==> src/hw/rtl/bgse_pkg.sv <==
package bgse_pkg;

    localparam int DATA_W  = 8;   // input byte
    localparam int ACC_W   = 13;  // held bits plus one byte
    localparam int CNT_W   = 4;   // bit count of a queued word, up to 13
    localparam int LEFT_W  = 5;   // leftover bits between bytes, always below 6
    localparam int HELD_W  = 3;   // count of leftover bits
    localparam int GRP_W   = 3;   // group size register
    localparam int VAL_W   = 6;   // widest group value
    localparam int SYM_W   = 7;   // ASCII symbol
    localparam int ADDR_W  = 3;
    localparam int APB_DW  = 32;
    localparam int QUEUE_DEPTH_DEF = 2;
    localparam int MAX_GROUPS = 8;

    localparam logic [GRP_W-1:0] BPS_RESET = 3'd6;

    // Register index, taken from paddr above the byte offset.
    localparam logic [ADDR_W-3:0] REG_BPS = 1'b0;

    typedef struct packed {
        logic [ACC_W-1:0] word;
        logic [CNT_W-1:0] cnt;
        logic             last;
    } t_entry;

    // Register value to group size: zero acts as one, seven as six.
    function automatic logic [GRP_W-1:0] eff_group(input logic [GRP_W-1:0] raw);
        logic [GRP_W-1:0] n;
        n = raw;
        if (raw == 3'd0) n = 3'd1;
        if (raw == 3'd7) n = 3'd6;
        return n;
    endfunction

    function automatic logic [VAL_W-1:0] group_mask(input logic [GRP_W-1:0] n);
        logic [VAL_W:0] m;
        m = (7'd1 << n) - 7'd1;
        return m[VAL_W-1:0];
    endfunction

    // Bits consumed by the full groups found in total bits: the largest
    // multiple of n that does not exceed total.
    function automatic logic [CNT_W-1:0] bits_used(input logic [CNT_W-1:0] total,
                                                  input logic [GRP_W-1:0] n);
        logic [CNT_W-1:0] used;
        logic [6:0]       prod;
        used = '0;
        prod = '0;
        for (int k = 1; k <= MAX_GROUPS; k++) begin
            prod = 7'(k) * 7'(n);
            if (prod <= 7'(total)) used = prod[CNT_W-1:0];
        end
        return used;
    endfunction

    // Digits, lower case, upper case, underscore, dash.
    function automatic logic [SYM_W-1:0] symbol_char(input logic [VAL_W-1:0] v);
        logic [SYM_W-1:0] c;
        if (v < 6'd10)
            c = 7'(v) + 7'd48;
        else if (v < 6'd36)
            c = 7'(v) + 7'd87;
        else if (v < 6'd62)
            c = 7'(v) + 7'd29;
        else if (v == 6'd62)
            c = 7'd95;
        else
            c = 7'd45;
        return c;
    endfunction

endpackage

==> src/hw/rtl/bgse_front.sv <==
module bgse_front (
    input  logic                         i_clk,
    input  logic                         i_rst_n,
    input  logic                         i_clear,
    input  logic [bgse_pkg::GRP_W-1:0]   i_group,
    input  logic                         i_in_valid,
    output logic                         o_in_ready,
    input  logic [bgse_pkg::DATA_W-1:0]  i_data_byte,
    input  logic                         i_last_byte,
    input  logic                         i_q_ready,
    output logic                         o_push,
    output bgse_pkg::t_entry             o_entry
);
    import bgse_pkg::*;

    logic [LEFT_W-1:0] r_acc;
    logic [HELD_W-1:0] r_held;
    logic [ACC_W-1:0]  combined;
    logic [ACC_W-1:0]  shifted;
    logic [CNT_W-1:0]  total;
    logic [CNT_W-1:0]  used;
    logic [CNT_W-1:0]  rest;

    // The new byte lands directly above the leftover bits.
    always_comb begin
        combined = ACC_W'(r_acc) | (ACC_W'(i_data_byte) << r_held);
        total    = CNT_W'(r_held) + CNT_W'(DATA_W);
        used     = bits_used(total, i_group);
        rest     = total - used;
        shifted  = combined >> used;
    end

    assign o_in_ready    = i_q_ready;
    assign o_push        = i_in_valid && i_q_ready;
    assign o_entry.word  = combined;
    assign o_entry.cnt   = total;
    assign o_entry.last  = i_last_byte;

    always_ff @(posedge i_clk) begin
        if (!i_rst_n || i_clear) begin
            r_acc  <= '0;
            r_held <= '0;
        end else if (o_push) begin
            if (i_last_byte) begin
                r_acc  <= '0;
                r_held <= '0;
            end else begin
                r_acc  <= shifted[LEFT_W-1:0];
                r_held <= rest[HELD_W-1:0];
            end
        end
    end

endmodule

==> src/hw/rtl/bgse_queue.sv <==
module bgse_queue #(
    parameter int DEPTH = bgse_pkg::QUEUE_DEPTH_DEF
) (
    input  logic             i_clk,
    input  logic             i_rst_n,
    input  logic             i_push,
    input  bgse_pkg::t_entry i_data,
    output logic             o_ready,
    input  logic             i_pop,
    output logic             o_valid,
    output bgse_pkg::t_entry o_data
);
    import bgse_pkg::*;

    localparam int PTR_W = (DEPTH > 1) ? $clog2(DEPTH) : 1;
    localparam int FILL_W = $clog2(DEPTH + 1);

    t_entry            r_mem [DEPTH];
    logic [PTR_W-1:0]  r_wr;
    logic [PTR_W-1:0]  r_rd;
    logic [FILL_W-1:0] r_fill;
    logic              push_ok;
    logic              pop_ok;

    assign o_ready = (r_fill != FILL_W'(DEPTH));
    assign o_valid = (r_fill != '0);
    assign o_data  = r_mem[r_rd];
    assign push_ok = i_push && o_ready;
    assign pop_ok  = i_pop && o_valid;

    function automatic logic [PTR_W-1:0] wrap_inc(input logic [PTR_W-1:0] p);
        return (p == PTR_W'(DEPTH - 1)) ? '0 : p + 1'b1;
    endfunction

    always_ff @(posedge i_clk) begin
        if (!i_rst_n) begin
            r_wr   <= '0;
            r_rd   <= '0;
            r_fill <= '0;
        end else begin
            if (push_ok) r_wr <= wrap_inc(r_wr);
            if (pop_ok)  r_rd <= wrap_inc(r_rd);
            if (push_ok && !pop_ok)
                r_fill <= r_fill + 1'b1;
            else if (pop_ok && !push_ok)
                r_fill <= r_fill - 1'b1;
        end
    end

    always_ff @(posedge i_clk) begin
        if (push_ok) r_mem[r_wr] <= i_data;
    end

endmodule

==> src/hw/rtl/bgse_back.sv <==
module bgse_back (
    input  logic                        i_clk,
    input  logic                        i_rst_n,
    input  logic [bgse_pkg::GRP_W-1:0]  i_group,
    input  logic                        i_q_valid,
    input  bgse_pkg::t_entry            i_q_entry,
    output logic                        o_pop,
    output logic                        o_out_valid,
    input  logic                        i_out_ready,
    output logic [bgse_pkg::SYM_W-1:0]  o_symbol,
    output logic                        o_last_symbol
);
    import bgse_pkg::*;

    logic             r_busy;
    logic [ACC_W-1:0] r_word;
    logic [CNT_W-1:0] r_cnt;
    logic             r_last;
    logic             r_vld;
    logic [SYM_W-1:0] r_sym;
    logic             r_sym_last;

    logic             out_free;
    logic             emit;
    logic             fin;
    logic             load;
    logic [VAL_W-1:0] grp;
    logic [CNT_W-1:0] cnt_next;

    // A word is finished once nothing is left, or only a partial group is
    // left that will not be flushed.
    always_comb begin
        out_free = !r_vld || i_out_ready;
        emit     = r_busy && out_free;
        grp      = r_word[VAL_W-1:0] & group_mask(i_group);
        cnt_next = (r_cnt >= CNT_W'(i_group)) ? r_cnt - CNT_W'(i_group) : '0;
        fin      = (cnt_next == '0) || ((cnt_next < CNT_W'(i_group)) && !r_last);
        load     = i_q_valid && (!r_busy || (emit && fin));
    end

    assign o_pop         = load;
    assign o_out_valid   = r_vld;
    assign o_symbol      = r_sym;
    assign o_last_symbol = r_sym_last;

    always_ff @(posedge i_clk) begin
        if (!i_rst_n) begin
            r_busy <= 1'b0;
            r_vld  <= 1'b0;
        end else begin
            if (load)
                r_busy <= 1'b1;
            else if (emit && fin)
                r_busy <= 1'b0;
            if (emit)
                r_vld <= 1'b1;
            else if (i_out_ready)
                r_vld <= 1'b0;
        end
    end

    always_ff @(posedge i_clk) begin
        if (load) begin
            r_word <= i_q_entry.word;
            r_cnt  <= i_q_entry.cnt;
            r_last <= i_q_entry.last;
        end else if (emit) begin
            r_word <= r_word >> i_group;
            r_cnt  <= cnt_next;
        end
        if (emit) begin
            r_sym      <= symbol_char(grp);
            r_sym_last <= r_last && fin;
        end
    end

endmodule

==> src/hw/rtl/bit_group_symbol_encoder.sv <==
// Channel   Direction  Handshake                 Payload
// input     in         i_in_valid / o_in_ready   i_data_byte, i_last_byte
// output    out        o_out_valid / i_out_ready o_symbol, o_last_symbol
// config    in         APB psel/penable/pwrite   paddr, pwdata, prdata
//
// The back end produces one symbol per cycle while it holds a word and the
// output is not stalled, so a byte yields floor((held + 8) / n) symbols at
// group size n, one more when a last byte leaves a partial group to pad: one
// or two symbols at six bits (up to three on a last byte), eight at one bit.
// The front end takes a byte every cycle while the queue has room.
// A byte passes the queue and the back end's word register on its way out.
// Reset is synchronous and active low; it clears the queue, both ends and
// the output register, and loads the group size with six.
// A stalled output holds its symbol; the back end and then the queue fill
// behind it, and o_in_ready drops only when the queue is full.
module bit_group_symbol_encoder #(
    parameter int QUEUE_DEPTH = bgse_pkg::QUEUE_DEPTH_DEF
) (
    input  logic                          i_clk,
    input  logic                          i_rst_n,
    // Byte transfers.
    input  logic                          i_in_valid,
    output logic                          o_in_ready,
    input  logic [bgse_pkg::DATA_W-1:0]   i_data_byte,
    input  logic                          i_last_byte,
    // Symbol transfers.
    output logic                          o_out_valid,
    input  logic                          i_out_ready,
    output logic [bgse_pkg::SYM_W-1:0]    o_symbol,
    output logic                          o_last_symbol,
    // Register port.
    input  logic                          psel,
    input  logic                          penable,
    input  logic                          pwrite,
    input  logic [bgse_pkg::ADDR_W-1:0]   paddr,
    input  logic [bgse_pkg::APB_DW-1:0]   pwdata,
    output logic [bgse_pkg::APB_DW-1:0]   prdata,
    output logic                          pready
);
    import bgse_pkg::*;

    logic [GRP_W-1:0]  r_bps;
    logic [ADDR_W-3:0] reg_idx;
    logic              bps_write;
    logic [GRP_W-1:0]  group;

    logic              q_ready;
    logic              push;
    t_entry            push_entry;
    logic              q_valid;
    logic              pop;
    t_entry            q_entry;

    // Register file: one register, bits_per_symbol, at byte address zero.
    // Writing it also drops any partial group held by the front end.
    assign reg_idx   = paddr[ADDR_W-1:2];
    assign bps_write = psel && penable && pwrite && (reg_idx == REG_BPS);
    assign pready    = 1'b1;
    assign prdata    = (reg_idx == REG_BPS) ? APB_DW'(r_bps) : '0;

    always_ff @(posedge i_clk) begin
        if (!i_rst_n) begin
            r_bps <= BPS_RESET;
        end else if (bps_write) begin
            r_bps <= pwdata[GRP_W-1:0];
        end
    end

    // Zero acts as one and seven as six for everything downstream.
    assign group = eff_group(r_bps);

    // Front end: merges each byte with the leftover bits and hands the whole
    // word to the queue, keeping only the partial group for the next byte.
    bgse_front u_front (
        .i_clk       (i_clk),
        .i_rst_n     (i_rst_n),
        .i_clear     (bps_write),
        .i_group     (group),
        .i_in_valid  (i_in_valid),
        .o_in_ready  (o_in_ready),
        .i_data_byte (i_data_byte),
        .i_last_byte (i_last_byte),
        .i_q_ready   (q_ready),
        .o_push      (push),
        .o_entry     (push_entry)
    );

    bgse_queue #(
        .DEPTH (QUEUE_DEPTH)
    ) u_queue (
        .i_clk   (i_clk),
        .i_rst_n (i_rst_n),
        .i_push  (push),
        .i_data  (push_entry),
        .o_ready (q_ready),
        .i_pop   (pop),
        .o_valid (q_valid),
        .o_data  (q_entry)
    );

    // Back end: shifts one group per cycle, while the output is not stalled,
    // out of the current word into the output register, and flags the final symbol of a stream.
    bgse_back u_back (
        .i_clk         (i_clk),
        .i_rst_n       (i_rst_n),
        .i_group       (group),
        .i_q_valid     (q_valid),
        .i_q_entry     (q_entry),
        .o_pop         (pop),
        .o_out_valid   (o_out_valid),
        .i_out_ready   (i_out_ready),
        .o_symbol      (o_symbol),
        .o_last_symbol (o_last_symbol)
    );

endmodule

==> config.mk <==
export PLATFORM = sky130hd
export DESIGN_NAME = bit_group_symbol_encoder
export DESIGN_NICKNAME = d
export VERILOG_FILES = /design/src/hw/rtl/bgse_pkg.sv /design/src/hw/rtl/bgse_front.sv /design/src/hw/rtl/bgse_queue.sv /design/src/hw/rtl/bgse_back.sv /design/src/hw/rtl/bit_group_symbol_encoder.sv
export SDC_FILE = /design/constraint.sdc
export NUM_CORES = 1
export LEC_CHECK = 0
export BUFFER_PORTS_ARGS = -buffer_cell sky130_fd_sc_hd__clkbuf_2
export CAP_MARGIN = 40
export CELL_PAD_IN_SITES_DETAIL_PLACEMENT = 0
export CELL_PAD_IN_SITES_GLOBAL_PLACEMENT = 1
export CORE_MARGIN = 2
export CORE_UTILIZATION = 45
export CTS_BUF_LIST = sky130_fd_sc_hd__clkbuf_4 sky130_fd_sc_hd__clkbuf_8 sky130_fd_sc_hd__clkbuf_16
export CTS_CLUSTER_DIAMETER = 60
export DETAILED_ROUTE_END_ITERATION = 7
export GPL_TIMING_DRIVEN = 0
export HOLD_SLACK_MARGIN = 0.06
export PLACE_DENSITY_LB_ADDON = 0.1
export SLEW_MARGIN = 20
export SYNTH_ARGS = -nofsm -noshare
export SYNTH_HDL_FRONTEND = slang
export SYNTH_HIERARCHICAL = 1
export SYNTH_SLANG_ARGS = --single-unit
export TNS_END_PERCENT = 5
==> constraint.sdc <==
create_clock -name i_clk -period 5.7 [get_ports i_clk]
set_input_delay 0.57 -clock i_clk [delete_from_list [all_inputs] [get_ports i_clk]]
set_output_delay 0.57 -clock i_clk [all_outputs]
set_load 0.005 [all_outputs]
* Word level (Yosys, flattened, before mapping)
Memory sizes are Yosys's and may differ from the RTL's. A register that Yosys moved wholly into a read port is not among the register bits. Cells that the tools add are included.
Storage, ports and cells: bits in read-only memories 0, output and inout bits 43, memory bits (writable) 36, input bits 51, memories kept 1, word-level logic and storage cells 116, flip-flop bits (word level) 43, bits in latches 0
Operators by class: $mul 4, reductions and logical operators 30, bitwise operators 3, order comparisons 13, equality and inequality tests 3, muxes and demuxes 34, divide/modulo/power cells 0, $add $sub $neg 11, shift operators 4
Memories:
- u_queue.r_mem | words 2, width 18, read ports 1, clocked after memory_dff 1, wr ports 1, line bgse_queue.sv:18 | t_entry r_mem [DEPTH];
Operator list (number):
- $mux W4 | 10
- $mux W7 | 4
- $mux W13 | 2
- $le A6 B4 Y1 | 4
- $mux W3 | 5
- $logic_and A1 B1 Y1 | 13
- $or A5 B13 Y13 | 1
- $shl A8 B3 Y13 | 1
- $shr A13 B3 Y13 | 1
- $shr A13 B4 Y5 | 1
- $lt A6 B6 Y1 const B | 2
- $mul A3 B3 Y6 const A | 2
- $le A5 B4 Y1 | 2
- $mul A2 B3 Y5 const A | 2
- $mux W1 | 10
- $reduce_bool A2 Y1 | 5
- $add A6 B5 Y7 const B | 1
- $add A6 B6 Y7 const B | 1
- $add A6 B7 Y7 const B | 1
- $and A6 B6 Y6 | 1
- $eq A6 B6 Y1 const B | 1
- $logic_not A1 Y1 | 6
- $lt A6 B4 Y1 const B | 1
- $shl A1 B3 Y6 const A | 1
- other kinds (19) | 24

* Depth between registers and ports, before layout
word-level depth 15, mapped depth 20, gate-level depth less buffers 19

* Modules after synthesis
Netlist, hierarchy kept.
Modules (own cells, without submodules):
- bgse_back | cells an instance 247, area each 2383.5 sq um, instances 1, seq. area each 820.8 sq um
- bgse_front | cells an instance 237, area each 1910.6 sq um, instances 1, seq. area each 160.2 sq um
- bgse_queue | cells an instance 80, area each 1539.0 sq um, instances 1, seq. area each 1181.1 sq um
- bit_group_symbol_encoder | cells an instance 54, area each 417.9 sq um, instances 1, seq. area each 60.1 sq um

* Least setup slack after synthesis
No wires, ideal clock.
kind reg2reg, start register r_bps[2], end register u_front.r_held[2], library setup time 65 ps, required time 5635 ps, setup slack 993 ps, arrival 4642 ps, period minus slack after synthesis 4707 ps, cell stages (with the launch flop) 18, path buffers 1, path through dfxtp_1 -> inv_1 -> maj3_1 -> ha_1 -> fa_1 -> ha_1 -> nand3_1 -> o211ai_1 -> o21bai_1 -> a211oi_1 -> o311ai_4 -> buf_2 -> nor2_1 -> fa_1 -> xor2_1 -> or4_1 -> o21ai_1 -> nor2b_1
Between the ends: word-level cells in the longest chain between the ends 14, elaborated cells between the ends (all ways) 26, those cells by class add/sub: 1; mul: 4; order compare: 8; eq/ne: 1; mux: 11; reduce/logical: 1
Ends and longest elaborated chain:
- start, declared | line bit_group_symbol_encoder.sv:42 | logic [GRP_W-1:0] r_bps;
- start signal, assigned | line bit_group_symbol_encoder.sv:65 | r_bps <= pwdata[GRP_W-1:0];
- $logic_not A3 Y1 | line bgse_pkg.sv:31 | if (raw == 3'd0) n = 3'd1;
- $mux W3 | line bgse_pkg.sv:31
- $mux W3 * | line bgse_pkg.sv:32 | if (raw == 3'd7) n = 3'd6;
- named net group[0] | line bit_group_symbol_encoder.sv:45 | logic [GRP_W-1:0] group;
- parallel branches: the longest is 8 deep, another holds $mul A2 B3 Y5
- $mux W4 * | line bgse_pkg.sv:52 | if (prod <= 7'(total)) used = prod[CNT_W-1:0];
- $sub A3 B3 Y3 * | line bgse_front.sv:29 | rest = total - used;
- $mux W3 * | line bgse_front.sv:44 | if (i_last_byte) begin
- end signal, assigned | line bgse_front.sv:49 | r_held <= rest[HELD_W-1:0];
- end, declared | line bgse_front.sv:17 | logic [HELD_W-1:0] r_held;
Mark *: on every way through the listed nets, which the timed path passes. A chain may end at the register's enable or synchronous reset.

* Worst setup path after layout
Same ends and word-level chain as after synthesis.

==> flow_summary.yaml <==
cells_and_area:
  fin_nets: 783
  final_core_util_pct: 51.8
  final_common_cell: "edfxtp_1"
  area_delta_synth_final_pct: 13.8
  diodes: 0
  final_cell_mix: "62 x edfxtp_1, 50 x nand2_1, 41 x mux2i_1"
  drive_above_1_share_pct: 23.7
  instances_no_fill: 879
  fill_cells: 1273
route:
  drc: 0
  drtPass1Iterations: 4
  post_drt_wl_per_cell_um: 15.5
  vias: 4758
  initialDrtViolationCount: 377
  vias_per_cell: 5.41
  ant_nets: 0
  routed_wl_um: 13600
pwr:
  peakVddDrop_v: 0.000197
  pwr-share-comb_pct: 48.0
  p_seq_share_pct: 32.8
  switchingPower_w: 0.00110
  p_leak_nw: 2.97
  p_sw_share_pct: 37.2
  cellPowerDensity_mw_per_mm2: 416
  clockPowerShare_pct: 19.3
  p_int_w: 0.00186
cts:
  hold_buffers: 0
  clk_latency_ns: 0.33
  htree_levels: 3
  cts.sinks: 80
  cts_buffers: 9
  path_clk_slew_ns: 0.06
  post_cts.resized_instances: 0
  cts_tree: "yes"
  clock_path_buffers: 2
  root_buffer: "clkbuf_16"
  postCtsSetupBuffers: 0
worst_setup_path:
  start_kind: "flop"
  path_class: "reg2reg"
  cp-end-kind: "flop"
  crit_path_max_fanout: 11
  required_ns: 5.97
  reg2reg_slack_ns: 0.39
  critical_path_arrival_ns: 5.57
synth:
  synthArstFlopShare_pct: 0
  synth.avg_cell_area_um2: 10.1
  synth_cell_types: 84
  yosys_register_bits: 80
  synth-edff-count: 62
  seq_area_frac_synth_pct: 35.5
  ys_warn_count: 6
  mappedNetlistArea_mm2: 0.00625
  ys.flop_type: "edfxtp_1"
  syn-instance-count: 618
sta:
  tightestPinTransition_ns: 0.806
  timing.hold.ws_ns: 0.467
  setup_viol: 0
  post-route-period-util_pct: 93.1
  final_hold_viol_count: 0
  rsz0062_at_grt: "no"
  skew_ns: 0.00721
  maxSlewHeadroom_pct: 46.2
  tns_ns: 0
  timing.final.ws_setup_ns: 0.393
  period_needed_ns: 5.31
  fmax_mhz: 188
  final_max_slew_viol_count: 0
run:
  maxCapViolCount: 0
place:
  place_ws_ns: 0.295
  dp_cells: 860
  dp_hpwl_um: 10500
  routabilityCongestion: 0.859
  io_buffers: 32
global_route:
  overflow: 0
  track_usage_pct: 18.9
  antenna_found_initial: 0
  grt_pass1_vias: 4484
  grt_pass1_wl_um: 22100
  grt_max_degree: 19
min_path:
  hp-class: "reg2reg"
floorplan:
  die_w_um: 122
  rows: 43
  start_util_pct: 45.6
  ioPinCount: 94
  die_h_um: 122
  core-area_mm2: 0.0137
  dieArea_mm2: 0.0148
run_status:
  outcome: "completed"
[power groups by stage]
stage               Sequential [W]  Combinational (W)  Clock (W)
floorplan                 0.000953            0.00110          0
global placement          0.000980            0.00137          0
detailed placement        0.000980            0.00142          0
CTS                       0.000968            0.00142   0.000584
global route              0.000985            0.00158   0.000612
finish                    0.000969            0.00142   0.000570
[flip-flops by register name (all words and copies together), names as in the netlist, 2 cells and up, named ones only]
register         cells
u_front/r_acc        5
u_back/r_cnt         4
u_queue/r_mem       36
u_queue/r_fill       2
u_front/r_held       3
u_back/o_symbol      7
u_back/r_word       13
r_bps                3
[cells in the mapped netlist (4+ instances only)]
cell | n | area share, %
inv_2 | 4 | 0.24
ha_1 | 32 | 6.4
buf_4 | 35 | 4.2
dfxtp_1 | 18 | 5.8
and2_1 | 10 | 1.0
nor3b_1 | 4 | 0.48
nand4_1 | 4 | 0.40
o31ai_1 | 4 | 0.48
nand3_1 | 16 | 1.3
clkbuf_1 | 11 | 0.66
mux2_4 | 4 | 0.96
buf_6 | 4 | 0.72
or3_1 | 4 | 0.40
inv_1 | 27 | 1.6
o21a_1 | 6 | 0.72
a21oi_1 | 27 | 2.2
a311o_1 | 5 | 0.80
mux2i_1 | 41 | 6.6
mux2_1 | 7 | 1.3
o21ai_0 | 17 | 1.4
nand2b_1 | 11 | 1.1
edfxtp_1 | 62 | 30
a31oi_1 | 7 | 0.70
nand3b_1 | 5 | 0.60
nor3_1 | 10 | 0.80
mux2_2 | 36 | 6.5
nand2_1 | 50 | 3.0
fa_1 | 6 | 1.9
buf_2 | 6 | 0.48
nor2_1 | 35 | 2.1
a211oi_1 | 8 | 0.96
nor2b_1 | 14 | 1.4
o22ai_1 | 4 | 0.40
a21o_1 | 8 | 0.96
o21bai_1 | 4 | 0.48
[final timing paths]
path,start,endpoint,cells past startpoint
setup / recovery,r_bps[2]$_SDFFE_PN1P_,u_front/r_held[2]$_SDFFE_PP0P_,18
hold reg to reg,u_front/r_acc[4]$_SDFFE_PP0P_,u_front/r_acc[4]$_SDFFE_PP0P_,2
hold / removal,u_front/r_acc[4]$_SDFFE_PP0P_,u_front/r_acc[4]$_SDFFE_PP0P_,2
setup reg to reg,r_bps[2]$_SDFFE_PN1P_,u_front/r_held[2]$_SDFFE_PP0P_,18
[worst max-delay path, cell delays in order (launching register included)]
cell and delay [ns]:
dfxtp_1 0.35, inv_1 0.07, maj3_1 0.50, buf_8 0.22, ha_1 0.24, fa_1 0.63
ha_1 0.29, nand3_1 0.08, o211ai_1 0.10, o21bai_1 0.39, a211oi_1 0.19, o311ai_4 0.51
buf_2 0.36, nor2_1 0.11, fa_1 0.40, xor2_1 0.18, or4_1 0.39, o21ai_1 0.08
nor2b_1 0.13
[layout make-up]
class / instances / area, um^2 / share of cell area, %
buffer: 58 / 387 / 5.44
clock buffer: 10 / 233 / 3.27
clock inverter: 6 / 68.8 / 0.968
inverter: 33 / 124 / 1.74
multi-input combinational: 475 / 3630 / 51.0
sequential: 80 / 2220 / 31.3
tap: 180 / 225 / 3.17
timing repair buffer: 37 / 224 / 3.15
[logic make-up (layout without fill, tap and decap cells)]
| logic type | after synthesis | count (layout) | share of synthesized area (%) |
|---|---|---|---|
| flip-flops | 80 | 80 | 35.5 |
| adder cells (fa/ha/maj) | 39 | 39 | 8.49 |
| AND/OR/NAND/NOR | 177 | 177 | 14.6 |
| multiplexers | 90 | 90 | 16.0 |
| XOR/XNOR | 6 | 6 | 0.961 |
| other | 3 | 31 | 0.180 |
| buffers and inverters | 91 | 144 | 8.17 |
| AO/OA/AOI/OAI | 132 | 132 | 16.1 |
[per-layer routing]
metal / wire, um / vias to the layer above / global-route usage [%]
met1: 6050 / 2271 / 23.5
met3: 384 / 22 / 3.14
li1: - / 2370 / -
met2: 6890 / 95 / 33.4
met4: 260 / 0 / 6.03
met5: 0 / - / 0
[through the flow]
stage | total power [W] | area (um^2)
global route | 0.00318 | 7110
CTS | 0.00297 | 7070
finish | 0.00296 | 7110
global placement | 0.00235 | 6740
floorplan | 0.00206 | 6360
detailed placement | 0.00240 | 6770
Power figures use the tool's default switching activity.
